<file path="src/hdl/per_client_token_bucket_policer_core_defines.svh">
// ----------------------------------------------------------------------------
// Policer assertion macros
// Concurrent assertion wrappers, compiled out for synthesis.
// ----------------------------------------------------------------------------
`ifndef PER_CLIENT_TOKEN_BUCKET_POLICER_CORE_DEFINES_SVH
`define PER_CLIENT_TOKEN_BUCKET_POLICER_CORE_DEFINES_SVH

`ifndef SYNTHESIS
// Same-cycle implication
`define PCTBP_ASSERT_IMP(lbl, ck, rn, ante, cons) \
  lbl: assert property (@(posedge ck) disable iff (!rn) (ante) |-> (cons)) \
    else $error("pctbp assertion failed");
// Next-cycle implication
`define PCTBP_ASSERT_NXT(lbl, ck, rn, ante, cons) \
  lbl: assert property (@(posedge ck) disable iff (!rn) (ante) |=> (cons)) \
    else $error("pctbp assertion failed");
`else
`define PCTBP_ASSERT_IMP(lbl, ck, rn, ante, cons)
`define PCTBP_ASSERT_NXT(lbl, ck, rn, ante, cons)
`endif

`endif

</file>
<file path="src/hdl/pctbp_pkg.sv">
// ----------------------------------------------------------------------------
// Policer package
// Shared types and constants of the per-client token bucket policer.
// ----------------------------------------------------------------------------
`default_nettype none
package pctbp_pkg;

  localparam logic [31:0] HASH_BASIS = 32'd2166136261;
  localparam logic [31:0] HASH_PRIME = 32'd16777619;
  localparam logic [35:0] ONE_TOKEN  = 36'd1000000;
  localparam logic [19:0] TOKEN_SCALE = 20'd1000000;
  localparam logic [7:0]  VIOL_MAX   = 8'd255;

  // Register indexes (byte address / 4)
  typedef enum logic [1:0] {
    REG_RATE  = 2'd0,
    REG_BURST = 2'd1,
    REG_IDLE  = 2'd2,
    REG_THR   = 2'd3
  } reg_idx_t;

  typedef struct packed {
    logic [19:0] rate;
    logic [15:0] burst;
    logic [31:0] idle;
    logic [7:0]  thr;
  } cfg_t;

  // One bucket of a set
  typedef struct packed {
    logic        valid;
    logic [31:0] key;
    logic [35:0] tokens;
    logic [47:0] last_ms;
    logic [7:0]  viol;
  } way_t;

endpackage
`default_nettype wire

</file>
<file path="src/hdl/pctbp_cfg.sv">
// ----------------------------------------------------------------------------
// Policer register file
// APB-style registers for rate, burst, idle timeout and block threshold.
// ----------------------------------------------------------------------------
`default_nettype none
module pctbp_cfg (
  input  wire logic                clk,
  input  wire logic                rst_n,
  input  wire logic                psel,
  input  wire logic                penable,
  input  wire logic                pwrite,
  input  wire logic [3:0]          paddr,
  input  wire logic [31:0]         pwdata,
  output logic      [31:0]         prdata,
  output logic                     pready,
  output pctbp_pkg::cfg_t          cfg
);

  pctbp_pkg::cfg_t    cfg_r;
  pctbp_pkg::reg_idx_t idx;

  assign idx    = pctbp_pkg::reg_idx_t'(paddr[3:2]);
  assign pready = 1'b1;
  assign cfg    = cfg_r;

  // Write on the access phase
  always_ff @(posedge clk) begin
    if (!rst_n) begin
      cfg_r.rate  <= 20'd2000;
      cfg_r.burst <= 16'd20;
      cfg_r.idle  <= 32'd600000;
      cfg_r.thr   <= 8'd5;
    end else if (psel && penable && pwrite) begin
      unique case (idx)
        pctbp_pkg::REG_RATE:  cfg_r.rate  <= pwdata[19:0];
        pctbp_pkg::REG_BURST: cfg_r.burst <= pwdata[15:0];
        pctbp_pkg::REG_IDLE:  cfg_r.idle  <= pwdata;
        pctbp_pkg::REG_THR:   cfg_r.thr   <= pwdata[7:0];
        default: ;
      endcase
    end
  end

  // Read back
  always_comb begin
    unique case (idx)
      pctbp_pkg::REG_RATE:  prdata = {12'd0, cfg_r.rate};
      pctbp_pkg::REG_BURST: prdata = {16'd0, cfg_r.burst};
      pctbp_pkg::REG_IDLE:  prdata = cfg_r.idle;
      pctbp_pkg::REG_THR:   prdata = {24'd0, cfg_r.thr};
      default:              prdata = 32'd0;
    endcase
  end

endmodule
`default_nettype wire

</file>
<file path="config.mk">
export PLATFORM = sky130hd
export DESIGN_NAME = pctbp_cfg
export DESIGN_NICKNAME = d
export VERILOG_FILES = /design/src/hdl/per_client_token_bucket_policer_core_defines.svh /design/src/hdl/pctbp_pkg.sv /design/src/hdl/pctbp_cfg.sv
export SDC_FILE = /design/constraint.sdc
export NUM_CORES = 1
export LEC_CHECK = 0
export ABC_CLOCK_PERIOD_IN_PS = 1100
export BUFFER_PORTS_ARGS = -buffer_cell sky130_fd_sc_hd__buf_2
export CAP_MARGIN = 20
export CORE_MARGIN = 4
export CORE_UTILIZATION = 35
export DETAILED_ROUTE_END_ITERATION = 8
export PLACE_DENSITY_LB_ADDON = 0.2
export REMOVE_ABC_BUFFERS = 1
export SLEW_MARGIN = 10
export SYNTH_ARGS = -nofsm -noshare
export SYNTH_HDL_FRONTEND = slang
export SYNTH_SLANG_ARGS = --single-unit
</file>
<file path="constraint.sdc">
create_clock -name clk -period 1.1 [get_ports clk]
set_input_delay 0.055 -clock clk [delete_from_list [all_inputs] [get_ports clk]]
set_output_delay 0.055 -clock clk [all_outputs]
set_load 0.05 [all_outputs]
</file>
---- Yosys cells after proc, flatten, opt, wreduce, memory -nomap -nowiden ----
Cells that the tools add are included.
cells by class
  equal/unequal tests ..................... 3
  muxes and demuxes ....................... 1
  reduce and logical (&&, ||, !) cells .... 7
operator list
  kind                                                 count
  one-hot mux 32 bit (4 select lines)                  1
  AND reduction 2 bit                                  4
  equality test 2 bit, second input constant           2
  equality test 2 x 1 -> 1 bit, second input constant  1
  logical AND 1 bit                                    2
  zero test 2 bit                                      1
word-level totals
  bits in registers ....................... 76
  input bits .............................. 41
  output and inout port bits .............. 109
  logic and storage cells ................. 15

---- Logic depth before layout (Yosys ltp) ----
  depth in word-level cells ............... 3
  mapped depth ............................ 6
  mapped depth without buffers ............ 3

---- Least setup slack after synthesis ----
No wires, ideal clock.
  path kind ............................... register to output
  start ................................... register cfg_r (netlist bit cfg[21])
  end ..................................... output port prdata[13]
  data arrival time ....................... 1.870 ns
  required time ........................... 1.045 ns
  path slack .............................. -0.825 ns
  cell stages (with the launch flop) ...... 3
  path buffers ............................ 0
  cells stage by stage .................... dfxtp_1 -> mux2i_1 -> o21ai_0
on the way
  word-level cells in the longest chain between the ends .. 1
RTL lines
  element                              line             source
  start: declaration                   pctbp_cfg.sv:19  pctbp_pkg::cfg_t cfg_r;
  one-hot mux 32 bit (4 select lines)  pctbp_cfg.sv:46  unique case (idx)
  end: declaration                     pctbp_cfg.sv:14  output logic [31:0] prdata,
No other way between the ends.

---- Worst setup path after layout ----
  start ................................... register cfg_r (netlist bit cfg[6])
  end ..................................... output port prdata[6]
Same word-level chain as after synthesis.

==> summary.md <==
| Metric | Value |
|---|---|
| DR vias | `3380` |
| Layout cell share with drive strength beyond 1 | `about half` |
| N_diodes | `0` |
| Die span in x | `around 110 um` |
| Yosys warning total | `0` |
| Most frequent cell after synthesis | `nand2_1` |
| Synth Area in XOR/XNOR | `0%` |
| Initial core utilization | `35.8%` |
| Flip-flop and latch count after synthesis | `76` |
| Pleak | `approximately 2.7 nW` |
| Mux contribution to synthesized area | `between 20% and 30%` |
| Flop pwr share | `roughly 44%` |
| DR WL/cell | `approximately 15 um` |
| Sequential cell area fraction in the yosys report | `between 40% and 50%` |
| Post-Synth Simple-Gate Area | `~19%` |
| Avg Inst Size Synth | `between 9 and 10 um2` |
| Core box area | `slightly below 10000 um2` |
| Clock Sinks | `between 70 and 80` |
| Wirelength, routed | `about 11 mm` |
| Synth area leaders | `dfxtp_1, mux2i_1, nand2_1, mux4_2, and2_1` |
| # Max-Cap Violations | `0` |
| Placer congestion estimate | `between 0.7 and 0.8` |
| Post-route setup slack | `-0.274 ns` |
| HP Class | `in -> reg` |
| Vias per cell | `4.66` |
| Tot GR Track Use | `around a fifth` |
| Proportion of power drawn by combinational gates | `between 15 and 20%` |
| Final cycle utilization of the critical path | `125%` |
| Commonest cells in the netlist | `nand2_1, dfxtp_1, mux2i_1, and2_1, nor2b_1` |
| Number of synthesized flops with an enable pin | `0` |
| Clock Path Buffers | `2` |
| Worst Path Class, Setup | `reg -> out` |
| Ys flop type | `dfxtp_1` |
| Area Overhead vs Synth | `62.1%` |
| Layout Skew | `0 ns` |
| Port buffer count | `roughly 150` |
| Die Area | `between 10000 and 15000 um2` |
| H-tree depth | `3` |
| Number of flip-flops under the largest register name | `76` |
| Post-Syn Area | `~3500 um2` |
| Yosys top cell area share | `43.4%` |
| Worst reg-to-reg setup slack | `approximately 0.21 ns` |
| Grt met3 use | `under 10%` |
| Crit path max fanout | `2` |
| Root buffer cell | `clkbuf_8` |
| Status | `finished with violations` |
| Failing checks | `setup timing` |
| Global-route wire length before repair | `17.2 mm` |
| DRT antenna net count | `0` |
| Initial antenna violation count | `0` |
| DR DRC count | `0` |
| Final setup violation count | `19` |
| GRT overflow | `0` |
| Routing usage on met2 | `about a third` |
| Final hold vios | `0` |
| Post-layout min period | `approximately 1.4 ns` |
| Clock transition at path regs | `approximately 0.08 ns` |
| Clock Power Share | `a little over 40%` |
| Vert. Die Dim | `roughly 110 um` |
| Final core utilization | `between 50% and 60%` |
| Pwr Total | `6.39 mW` |
| VDD IR max | `~0.0007 V` |
| Place WS | `-0.0850 ns` |
| Combinational family with the most area after synthesis | `multiplexers` |
| Largest net degree at the start of global routing | `52` |
| Startpoint types | `register` |
| Number of buffers created by CTS | `9` |
| Synth Area in Adders | `0%` |
| Fillers | `around 860` |
| Ys async rst share | `0%` |
| 1st-pass router iterations | `4` |
| Mapped Cells | `373` |
| PD cells | `between 1000 and 1500 nW/um2` |
| Fmax | `728 MHz` |
| Max-slew violations | `0` |
| Busiest grt layer | `met2` |
| Worst skew pair latency | `between 0.3 and 0.4 ns` |
| Compound-gate portion of the synthesized area | `4.43%` |
| Fin nets | `630` |
| Initial DRC count | `98` |
| Internal power | `around 4.8 mW` |
| # IOs | `150` |
| CTS tree | `built` |
| Number of global-route vias before repair | `3415` |
| Hpwl dp | `about 7.4 mm` |
| Std cell rows | `36` |
| RSZ-0062 raised after global routing | `yes` |
| P_sw | `roughly 1.6 mW` |
| Yosys top cell by area | `dfxtp_1` |
| Met1 GRT Util | `23.2%` |
| Critical path capture point type | `output pin` |
| Netlist cell types | `25` |
| WP data required | `approximately 1.0 ns` |
| Final instance area | `5680 um2` |
| Sw Share | `between 20% and 30%` |
| Post-DP Area | `4610 um2` |
| Critical path arrival | `between 1 and 1.5 ns` |
[logic make-up after synthesis]
group	count (synthesis)
and+or+nand+nor	148
muxes	84
DFF	76
buffers and inverters	36
AOI/OAI and AO/OA	28
other	1
[cells in the final DEF (no fill, tap or decap), drive strengths merged]
cell           n
dfxtp         76
nand2        101
o211ai         6
clkinvlp       1
dlygate4sd3   26
buf          197
or3            1
and2          14
mux2i         76
and3           1
clkbuf        23
nand3          6
nor3           1
inv            6
nor2           4
conb           1
nor2b         14
o21ai         10
mux4           8
bufinv         3
nand2b         6
a21oi         12
[worst max-delay path, stage by stage (launching register included)]
cell and delay [ns]:
dfxtp_2 0.33, mux4_2 0.48, buf_8 0.17
[final cells by class]
| type | count | area, um2 | area share, % |
|---|---|---|---|
| Inverter | 6 | 22.5 | 0.397 |
| Timing Repair Buffer | 235 | 1860 | 32.8 |
| Sequential cell | 76 | 1590 | 28.0 |
| Tap cell | 133 | 166 | 2.93 |
| Clock inverter | 4 | 97.6 | 1.72 |
| Clock buffer | 11 | 141 | 2.49 |
| Multi-Input combinational cell | 261 | 1800 | 31.6 |
[power groups by stage]
stage / logic (mW) / registers (mW) / clock network, mW
2_1_floorplan: 0.312 / 3.01 / 0
3_3_place_gp: 0.832 / 2.88 / 0
3_5_place_dp: 0.837 / 2.88 / 0
4_1_cts: 0.985 / 2.81 / 2.66
5_1_grt: 1.06 / 2.82 / 2.78
6_report: 0.999 / 2.82 / 2.57
[per-layer routing]
metal / vias to the layer above / share of wire (%)
met5: - / 0
met4: 0 / 0.65
met3: 8 / 8.0
met2: 119 / 48
met1: 1582 / 43
li1: 1671 / -
[path summary, 6_finish.rpt]
path                                           start                    to  cells past startpoint
worst min register to register  cfg[61]$_SDFFE_PN0P_  cfg[61]$_SDFFE_PN0P_                      2
worst max-delay path             cfg[6]$_SDFFE_PN0P_             prdata[6]                      2
worst min-delay path                      pwdata[15]  cfg[71]$_SDFFE_PN0P_                      3
worst max register to register  cfg[17]$_SDFFE_PN1P_  cfg[17]$_SDFFE_PN1P_                      4
[per-stage QoR]
stage          std cells  hold WS, ns  TNS [ns]
2_1_floorplan        343        0.144    -16.05
6_report             726       0.0161     -2.55
5_1_grt              726      0.00612     -3.82
3_3_place_gp         661        0.303     -1.48
4_1_cts              723      0.00263     -3.12
3_5_place_dp         661        0.311     -2.44
[repair_timing]
action	CTS	global route
hold buffers	26	0
pin swaps	7	9
setup endpoints to repair	41	52
setup buffers	21	3
gates resized for setup	119	58
hold endpoints to repair	43	0
Note: power is estimated with default switching activity, not from simulation.
