===== config.mk =====
export PLATFORM = sky130hd
export DESIGN_NAME = pctbp_hash
export DESIGN_NICKNAME = d
export VERILOG_FILES = /design/src/hdl/per_client_token_bucket_policer_core_defines.svh /design/src/hdl/pctbp_pkg.sv /design/src/hdl/pctbp_hash.sv
export SDC_FILE = /design/constraint.sdc
export NUM_CORES = 1
export LEC_CHECK = 0
export BUFFER_PORTS_ARGS = -buffer_cell sky130_fd_sc_hd__buf_2
export CORE_MARGIN = 2
export CORE_UTILIZATION = 63
export CTS_BUF_LIST = sky130_fd_sc_hd__clkbuf_4
export CTS_CLUSTER_DIAMETER = 50
export DETAILED_ROUTE_END_ITERATION = 8
export PLACE_DENSITY = 0.82
export SYNTH_ARGS = -nofsm -noshare
export SYNTH_HDL_FRONTEND = slang
export SYNTH_SLANG_ARGS = --single-unit

===== constraint.sdc =====
create_clock -name clk -period 6.9 [get_ports clk]
set_input_delay 0 -clock clk [delete_from_list [all_inputs] [get_ports clk]]
set_output_delay 0 -clock clk [all_outputs]
set_load 0.01 [all_outputs]

===== src/hdl/per_client_token_bucket_policer_core_defines.svh =====
// ----------------------------------------------------------------------------
// Policer assertion macros
// Concurrent assertion wrappers, compiled out for synthesis.
// ----------------------------------------------------------------------------
`ifndef PER_CLIENT_TOKEN_BUCKET_POLICER_CORE_DEFINES_SVH
`define PER_CLIENT_TOKEN_BUCKET_POLICER_CORE_DEFINES_SVH

`ifndef SYNTHESIS
// Same-cycle implication
`define PCTBP_ASSERT_IMP(lbl, ck, rn, ante, cons) \
  lbl: assert property (@(posedge ck) disable iff (!rn) (ante) |-> (cons)) \
    else $error("pctbp assertion failed");
// Next-cycle implication
`define PCTBP_ASSERT_NXT(lbl, ck, rn, ante, cons) \
  lbl: assert property (@(posedge ck) disable iff (!rn) (ante) |=> (cons)) \
    else $error("pctbp assertion failed");
`else
`define PCTBP_ASSERT_IMP(lbl, ck, rn, ante, cons)
`define PCTBP_ASSERT_NXT(lbl, ck, rn, ante, cons)
`endif

`endif


===== src/hdl/pctbp_pkg.sv =====
// ----------------------------------------------------------------------------
// Policer package
// Shared types and constants of the per-client token bucket policer.
// ----------------------------------------------------------------------------
`default_nettype none
package pctbp_pkg;

  localparam logic [31:0] HASH_BASIS = 32'd2166136261;
  localparam logic [31:0] HASH_PRIME = 32'd16777619;
  localparam logic [35:0] ONE_TOKEN  = 36'd1000000;
  localparam logic [19:0] TOKEN_SCALE = 20'd1000000;
  localparam logic [7:0]  VIOL_MAX   = 8'd255;

  // Register indexes (byte address / 4)
  typedef enum logic [1:0] {
    REG_RATE  = 2'd0,
    REG_BURST = 2'd1,
    REG_IDLE  = 2'd2,
    REG_THR   = 2'd3
  } reg_idx_t;

  typedef struct packed {
    logic [19:0] rate;
    logic [15:0] burst;
    logic [31:0] idle;
    logic [7:0]  thr;
  } cfg_t;

  // One bucket of a set
  typedef struct packed {
    logic        valid;
    logic [31:0] key;
    logic [35:0] tokens;
    logic [47:0] last_ms;
    logic [7:0]  viol;
  } way_t;

endpackage
`default_nettype wire


===== src/hdl/pctbp_hash.sv =====
// ----------------------------------------------------------------------------
// Policer address hash
// Iterative FNV-1a over four address bytes, one multiply per cycle.
// ----------------------------------------------------------------------------
`default_nettype none
module pctbp_hash (
  input  wire logic        clk,
  input  wire logic        rst_n,
  input  wire logic        start,
  input  wire logic [31:0] addr,
  output logic             done,
  output logic [31:0]      hash
);

  logic [31:0] h_r, h_nxt;
  logic [31:0] addr_r;
  logic [1:0]  cnt_r;
  logic        busy_r;
  logic        done_r;
  logic [7:0]  byte_sel;
  logic [31:0] mixed;

  // Most significant byte first
  assign byte_sel = addr_r[31:24];
  assign mixed    = h_r ^ {24'd0, byte_sel};
  assign h_nxt    = mixed * pctbp_pkg::HASH_PRIME;

  // Control
  always_ff @(posedge clk) begin
    if (!rst_n) begin
      busy_r <= 1'b0;
      done_r <= 1'b0;
      cnt_r  <= 2'd0;
    end else begin
      done_r <= 1'b0;
      if (start) begin
        busy_r <= 1'b1;
        cnt_r  <= 2'd0;
      end else if (busy_r) begin
        cnt_r <= cnt_r + 2'd1;
        if (cnt_r == 2'd3) begin
          busy_r <= 1'b0;
          done_r <= 1'b1;
        end
      end
    end
  end

  // Datapath: shift out one byte per step
  always_ff @(posedge clk) begin
    if (start) begin
      h_r    <= pctbp_pkg::HASH_BASIS;
      addr_r <= addr;
    end else if (busy_r) begin
      h_r    <= h_nxt;
      addr_r <= {addr_r[23:0], 8'd0};
    end
  end

  assign done = done_r;
  assign hash = h_r;

endmodule
`default_nettype wire


* Yosys cells after proc, flatten, opt, wreduce, memory -nomap -nowiden *
Index checks and enable logic that the tools add are counted.

word-level totals
  output and inout bits = 33
  word-level logic and storage cells = 20
  flip-flop bits (word level) = 68
  bits of input ports = 35

cells by class
  equal/unequal tests = 1
  mux-type cells = 6
  reductions and logical operators = 3
  add/sub/neg operators = 1
  multiply operators = 1
  bitwise logic cells = 3

operator list
  kind                                                                   number
  32-bit 2-to-1 mux                                                      2
  32-bit by 25-bit multiplier with 32-bit output, second input constant  1
  32-bit by 8-bit XOR with 32-bit output                                 1
  1-bit 2-to-1 mux                                                       4
  3-bit OR reduction                                                     1
  2-bit by 1-bit adder with 2-bit output, second input constant          1
  2-bit equality test, second input constant                             1
  1-bit NOT                                                              2
  2-bit nonzero test                                                     1
  2-bit OR reduction                                                     1

* Logic depth before layout (Yosys ltp) *
Gate-level depths: netlist (run 1).

  depth in word-level cells = 4
  depth in mapped cells = 22
  mapped depth without buffers = 21

* Least setup slack after synthesis (run 1) *
OpenSTA, ideal clock, no wires.

  path kind = flip-flop to flip-flop
  start = reg h_r[7], in the netlist hash[7]
  end = reg h_r[29], in the netlist hash[29]
  buffers on the path = 0
  path slack = 1.656 ns
  data arrival time = 5.118 ns
  setup time = 0.126 ns
  clock period less this slack = 5.244 ns
  data required time = 6.774 ns
  stages on the path, launching flop included = 19
  path through = dfxtp_1 > xor2_1 > ha_1 > ha_1 > fa_1 > ha_1 > fa_1 > ha_1 > inv_1 > fa_1 > inv_1 > ha_1 > a21o_1 > o21bai_1 > a311oi_1 > nand4b_1 > a41oi_1 > xor2_1 > o21ai_0

between the ends
  word-level cells in the longest chain between the ends = 2

ends and longest elaborated chain
  what                                            RTL line          RTL
  from (decl)                                     pctbp_hash.sv:15  logic [31:0] h_r, h_nxt;
  from (signal assigned)                          pctbp_hash.sv:52  h_r <= pctbp_pkg::HASH_BASIS;
  from (signal assigned)                          pctbp_hash.sv:55  h_r <= h_nxt;
  32-bit by 8-bit XOR with 32-bit output          pctbp_hash.sv:25  assign mixed = h_r ^ {24'd0, byte_sel};
  32-bit by 25-bit multiplier with 32-bit output  pctbp_hash.sv:26  assign h_nxt = mixed * pctbp_pkg::HASH_PRIME;

No other way between the ends.
A chain may end at the register's enable or synchronous reset.

* Worst setup path in the final report (run 1) *
  start = reg addr_r[29]
  end = reg h_r[29], in the netlist hash[29]

between the ends
  word-level cells in the longest chain between the ends = 2

ends and longest elaborated chain
  what                                            RTL line          RTL
  from (decl)                                     pctbp_hash.sv:16  logic [31:0] addr_r;
  from (signal assigned)                          pctbp_hash.sv:53  addr_r <= addr;
  from (signal assigned)                          pctbp_hash.sv:56  addr_r <= {addr_r[23:0], 8'd0};
  32-bit by 8-bit XOR with 32-bit output          pctbp_hash.sv:25
  32-bit by 25-bit multiplier with 32-bit output  pctbp_hash.sv:26

No other way between the ends.

==> flow_metrics.tcl, run 1 <==
set metrics [dict create \
    status "finished clean" \
    synth.area.top_cells "ha_1 28%, fa_1 18%, edfxtp_1 12%" \
    place_area_mm2 0.00873 \
    post_drt_wl_per_cell_um 17.6 \
    ios 68 \
    grt_antenna_before_repair 1 \
    synthAdderAreaFrac_pct 46.0 \
    synth_top_area_share_pct 27.9 \
    dieWidth_um 118 \
    post-route-period-util_pct 82.5 \
    cts_tree "done" \
    critical_path.max_fanout 6 \
    first_pass_iters 5 \
    preCtsSetupSlack_ns 1.32 \
    slew_violations 0 \
    cts.repair.resized 0 \
    vias 5938 \
    worst-path-buf-inv 4 \
    async_flop_share_pct 0 \
    crit_chain "xor2_1, xnor2_1, ha_1, inv_1, fa_1, inv_1, ha_1, fa_1, ha_1, inv_1, fa_1, inv_1, ha_1, a21oi_1, o21bai_1, a311oi_1, nand4b_1, a41oi_1, xor2_1, o21ai_0" \
    crit_slowest_cell "xor2_1" \
    setup_viol 0 \
    numCtsBuffers 9 \
    syn-cell-area_mm2 0.00821 \
    core_area_mm2 0.0127 \
    clk_latency_ns 0.44 \
    grt_pass1_vias 6574 \
    syn_to_final_growth_pct 12.5 \
    synth_mux_area_share_pct 4.15 \
    rsz0062_at_grt "no" \
    drcViolationCount 0 \
    hold_buffers 33 \
    fin_worst_hold_slack_ns 0.206 \
    ys_seq_elements 68 \
    synth_cell_types 49 \
    routed_wl_um 19100 \
    rows 41 \
    initial_utilization_pct 64.8 \
    finalHoldViolCount 0 \
    yosys_warnings 0 \
    nets 1198 \
    cts.htree.levels 3 \
    synth_compound_area_share_pct 9.19 \
    worstMarginPinSlew_ns 0.853 \
    cp.required_ns 7.23 \
    synthesis.nets 1097 \
    synth_seq_area_share_pct 20.5 \
    cp-end-kind "register" \
    path_clk_slew_ns 0.14 \
    clock-sinks 68 \
    period_minus_slack_ns 5.70 \
    gp_congestion 0.898 \
    synth_edf_count 32 \
    timing.fmax_mhz 176 \
    grt_max_degree 63 \
    port_buffers 67 \
    max_stage_delay_ns 0.53 \
    antenna_left 0 \
    yosys.area_share.simple_pct 5.63 \
    hpwl_um 14500 \
    relSlewSlack_pct 43.1 \
    syn_area_per_cell_um2 10.2 \
    die_height_um 118 \
    setup_ws_ns 1.20 \
    critPathTopFamily "adder cells" \
    synth_top_area_cell "ha_1" \
    cts_buffer_depth 2 \
    startpoint_type "register" \
    synth_top_family_by_area "adder cells" \
    setup_tns_ns 0 \
    synth_ff_type "dfxtp_1" \
    grt_pass1_wl_um 32300 \
    drt_iter0_drc 259 \
    clock_skew_ns 0.0136 \
    fin_area_mm2 0.00923 \
    clockRootBuffer "clkbuf_4" \
    synthCells 805 \
    dieArea_mm2 0.0140 \
    final_layout_size_suffix_gt1_share_pct 13.3 \
    worstPathArrival_ns 6.02 \
    path_class "register to register" \
    grt_usage_pct 29.4 \
    hp-class "input pin to register" \
    drv_cap 0 \
    grt-ovfl-total 0 \
    routed_via_density 5.48 \
    postCtsSetupBuffers 0 \
    post_synth_xor_area_fraction_pct 5.76 \
]
-- routing by layer --
metal / track usage [%] / wire (um) / up-vias
met5: 0 / 0 / -
met4: 8.96 / 517 / 0
met3: 4.49 / 907 / 39
met2: 52.4 / 9650 / 155
met1: 36.6 / 8030 / 2874
li1: - / - / 2870
-- kinds of logic after synthesis --
group / count (synthesis)
AO/OA/AOI/OAI: 108
XOR/XNOR: 54
adder cells (fa/ha/maj): 257
buffers and inverters: 192
flip-flops: 68
multiplexers: 31
AND/OR/NAND/NOR: 95
-- cell type report --
type	count	area (um^2)
clock inverters	7	98.8
clock buffers	9	67.6
well taps	172	215
inverters	178	668
flip-flops and latches	68	1680
multi-input cells	545	5800
repair buffers	104	696
fillers	914	3440
diodes	1	2.50
-- cells in the mapped netlist, types with 3 or more instances --
library cell / n
a211o_1: 7
a211oi_1: 7
a21o_1: 10
a21o_2: 3
a21oi_1: 27
a31oi_1: 5
a41oi_1: 3
and2_1: 14
and3_1: 3
clkbuf_1: 9
dfxtp_1: 36
edfxtp_1: 32
fa_1: 74
ha_1: 183
inv_1: 178
mux2_2: 24
mux2i_1: 7
nand2_1: 28
nand3_1: 6
nand4_1: 3
nor2_1: 25
nor2b_1: 3
o21a_1: 5
o21ai_0: 23
o21bai_1: 6
xnor2_1: 28
xor2_1: 26
-- registers in the layout, summed over array words and instances (netlist names) --
signal / count
hash: 32
addr_r: 32
cnt_r: 2
busy_r: 1
done: 1
-- stage by stage --
| stage | utilization, % | std cells |
|---|---|---|
| final | 72.8 | 1084 |
| after global routing | 72.8 | 1084 |
| after CTS | 72.8 | 1083 |
| after detailed placement | 68.9 | 1034 |
| after global placement | 68.9 | 1034 |
| after floorplan | - | 805 |
-- worst reg2reg max path: cells and delay by family, from the launching register on --
kind,cells,cell delay [ns]
fa+ha+maj,7,2.55
compound gates,5,1.26
xor+xnor,3,0.87
flops,1,0.45
simple gates,1,0.28
buf+inv,4,0.20
-- path summary, 6_finish.rpt --
kind                            depth (start not counted)  slack [ns]        to       start
worst max-delay path                                   20        1.20  hash[29]  addr_r[29]
worst max register to register                         20        1.20  hash[29]  addr_r[29]
worst min register to register                          2        0.53  cnt_r[1]    cnt_r[1]
worst min-delay path                                    3        0.21  hash[13]       start
-- placed cells by master, fill, tap and decap left out, types with 24 or more instances in the layout --
cell type / instances
ha_1: 183
inv_1: 178
fa_1: 74
buf_2: 67
dfxtp_1: 36
dlygate4sd3_1: 33
edfxtp_1: 32
nand2_1: 28
xnor2_1: 28
a21oi_1: 27
xor2_1: 26
nor2_1: 25
mux2_2: 24
Power of run 1 is left out: the tool's default activity adds up to more than one toggle a clock period on the data nets, which glitch-free logic cannot reach.
==> run 2: changes to the inputs <==
==> constraint.sdc (replaced) <==
create_clock -name clk -period 5.3 [get_ports clk]
set_input_delay 0 -clock clk [delete_from_list [all_inputs] [get_ports clk]]
set_output_delay 0 -clock clk [all_outputs]
set_load 0.01 [all_outputs]
==> run 2 against run 1 <==
Hold slack got worse by 0.043 ns. Clock-buffer cell count is the same. Via count increased by 6.0%. Clock skew increased by 0.013 ns. Design area grew 6.5%. The run now ends with setup timing left. First-iteration DRC count up 35%. Utilization rose by 4.7 points. Routed wire length increased by 8.0%. Global-route usage is essentially flat. Die area stayed put. Register-to-register slack lost 1.2 ns. Fmax grew 6.7%.
==> flow_metrics.tcl, run 2 (synthesis results as in run 1) <==
set metrics [dict create \
    status "complete, but fails checks" \
    violations "setup timing" \
    grt_antenna_before_repair 0 \
    worstPathArrival_ns 5.75 \
    final_layout_size_suffix_gt1_share_pct 21.7 \
    cp.required_ns 5.71 \
    clock-sinks 68 \
    antennaDiodeCount 0 \
    worst_r2r_endpoint "hash[30]" \
    cp-end-kind "register" \
    drt_iter0_drc 349 \
    drv_cap 0 \
    gp_congestion 0.896 \
    timing.fmax_mhz 187 \
    routed_wl_um 20600 \
    antenna_left 0 \
    clockRootBuffer "clkbuf_4" \
    initial_utilization_pct 64.8 \
    rows 41 \
    nets 1229 \
    grt_max_degree 63 \
    grt-ovfl-total 0 \
    rsz0062_at_grt "yes" \
    ios 68 \
    vias 6292 \
    clk_latency_ns 0.46 \
    cts_buffer_depth 2 \
    clock_skew_ns 0.0269 \
    die_height_um 118 \
    grt_pass1_wl_um 32500 \
    period_minus_slack_ns 5.34 \
    r2r_cells 19 \
    dieWidth_um 118 \
    worstMarginPinSlew_ns 0.976 \
    port_buffers 67 \
    fin_area_mm2 0.00983 \
    path_clk_slew_ns 0.15 \
    worstHoldStart "start" \
    dieArea_mm2 0.0140 \
    path_class "register to register" \
    cts_tree "done" \
    hp-class "input pin to register" \
    cts.htree.levels 3 \
    grt_pass1_vias 6795 \
    slew_violations 0 \
    startpoint_type "register" \
    setup_ws_ns -0.0400 \
    place_area_mm2 0.00889 \
    first_pass_iters 5 \
    routed_via_density 5.65 \
    finalHoldViolCount 0 \
    grt_usage_pct 29.4 \
    final_common_cell "inv_1" \
    hold_depth 3 \
    syn_to_final_growth_pct 19.7 \
    numCtsBuffers 9 \
    core_area_mm2 0.0127 \
    critical_path.max_fanout 6 \
    final_cell_mix "170 x inv_1, 163 x ha_1, 74 x fa_1" \
    r2r_start "addr_r[27]" \
    relSlewSlack_pct 34.9 \
    hpwl_um 14300 \
    setup_viol 1 \
    drcViolationCount 0 \
    post-route-period-util_pct 101 \
    rrSetupSlack_ns -0.04 \
    min_to "hash[1]" \
    post_drt_wl_per_cell_um 18.5 \
]
-- run 2: changes by cell type in the layout (fill, tap and decap cells not counted), moves of 7 or more --
cell,before,now
xor2_1,26,19
buf_4,4,32
ha_1,183,163
inv_2,0,8
inv_1,178,170
ha_4,0,14
-- run 2: worst max-delay path: stages (launching register included) --
cell and delay (ns):
edfxtp_1 0.44, xor2_2 0.31, ha_1 0.32, ha_4 0.24, fa_1 0.45, ha_2 0.21
fa_1 0.46, ha_1 0.29, inv_1 0.04, fa_1 0.53, inv_2 0.07, ha_4 0.31
o21ai_2 0.07, o21a_1 0.24, a21oi_4 0.20, a31oi_4 0.13, o21ai_4 0.28, a41oi_4 0.16
or4_1 0.50, nand3_1 0.07
-- run 2: area by class of cell --
class,count,area (um^2)
multi-input cells,545,6160
flip-flops and latches,68,1680
clock buffers,9,67.6
well taps,172,215
clock inverters,7,82.6
fillers,790,2850
repair buffers,135,948
inverters,178,668
-- run 2: timing repair --
item,4_1_cts,5_1_grt
pin swaps,5,27
gates resized for setup,7,56
setup endpoints to repair,11,14
hold buffers,33,0
hold endpoints to repair,36,0
buffers inserted,2,8
-- run 2: worst max-delay path by stage --
stage / start / to / slack, ns / cells after the start
4_1_cts: addr_r[31] / hash[24] / 0.005 / 20
5_1_grt: addr_r[31] / hash[30] / -0.20 / 21
2_1_floorplan: hash[7] / hash[29] / 0.06 / 18
3_5_place_dp: addr_r[31] / hash[29] / -0.40 / 19
6_report: addr_r[27] / hash[30] / -0.04 / 19
3_3_place_gp: addr_r[31] / hash[29] / -0.24 / 19
-- run 2: metal layers --
layer  routed length [um]  track usage (%)  part of all wire (%)  up-vias
li1                     -                -                     -     2932
met1                 8150             34.9                    39     3054
met2                10400             51.4                    51      233
met3                 1140             4.83                   5.5       73
met4                  907             14.8                   4.4        0
met5                    0                0                     0        -
-- run 2: through the flow --
| stage | std cells | hold slack [ns] | setup TNS, ns | utilization, % | setup WS [ns] |
|---|---|---|---|---|---|
| after floorplan | 805 | 0.117 | 0 | - | 0.0557 |
| after global placement | 1055 | 0.243 | -0.663 | 70.1 | -0.243 |
| after detailed placement | 1055 | 0.245 | -2.12 | 70.1 | -0.402 |
| after CTS | 1106 | 0.177 | 0 | 74.4 | 0.00461 |
| after global routing | 1114 | 0.196 | -0.820 | 77.5 | -0.202 |
| final | 1114 | 0.164 | -0.0400 | 77.5 | -0.0400 |
Power of run 2 is left out for the same reason.
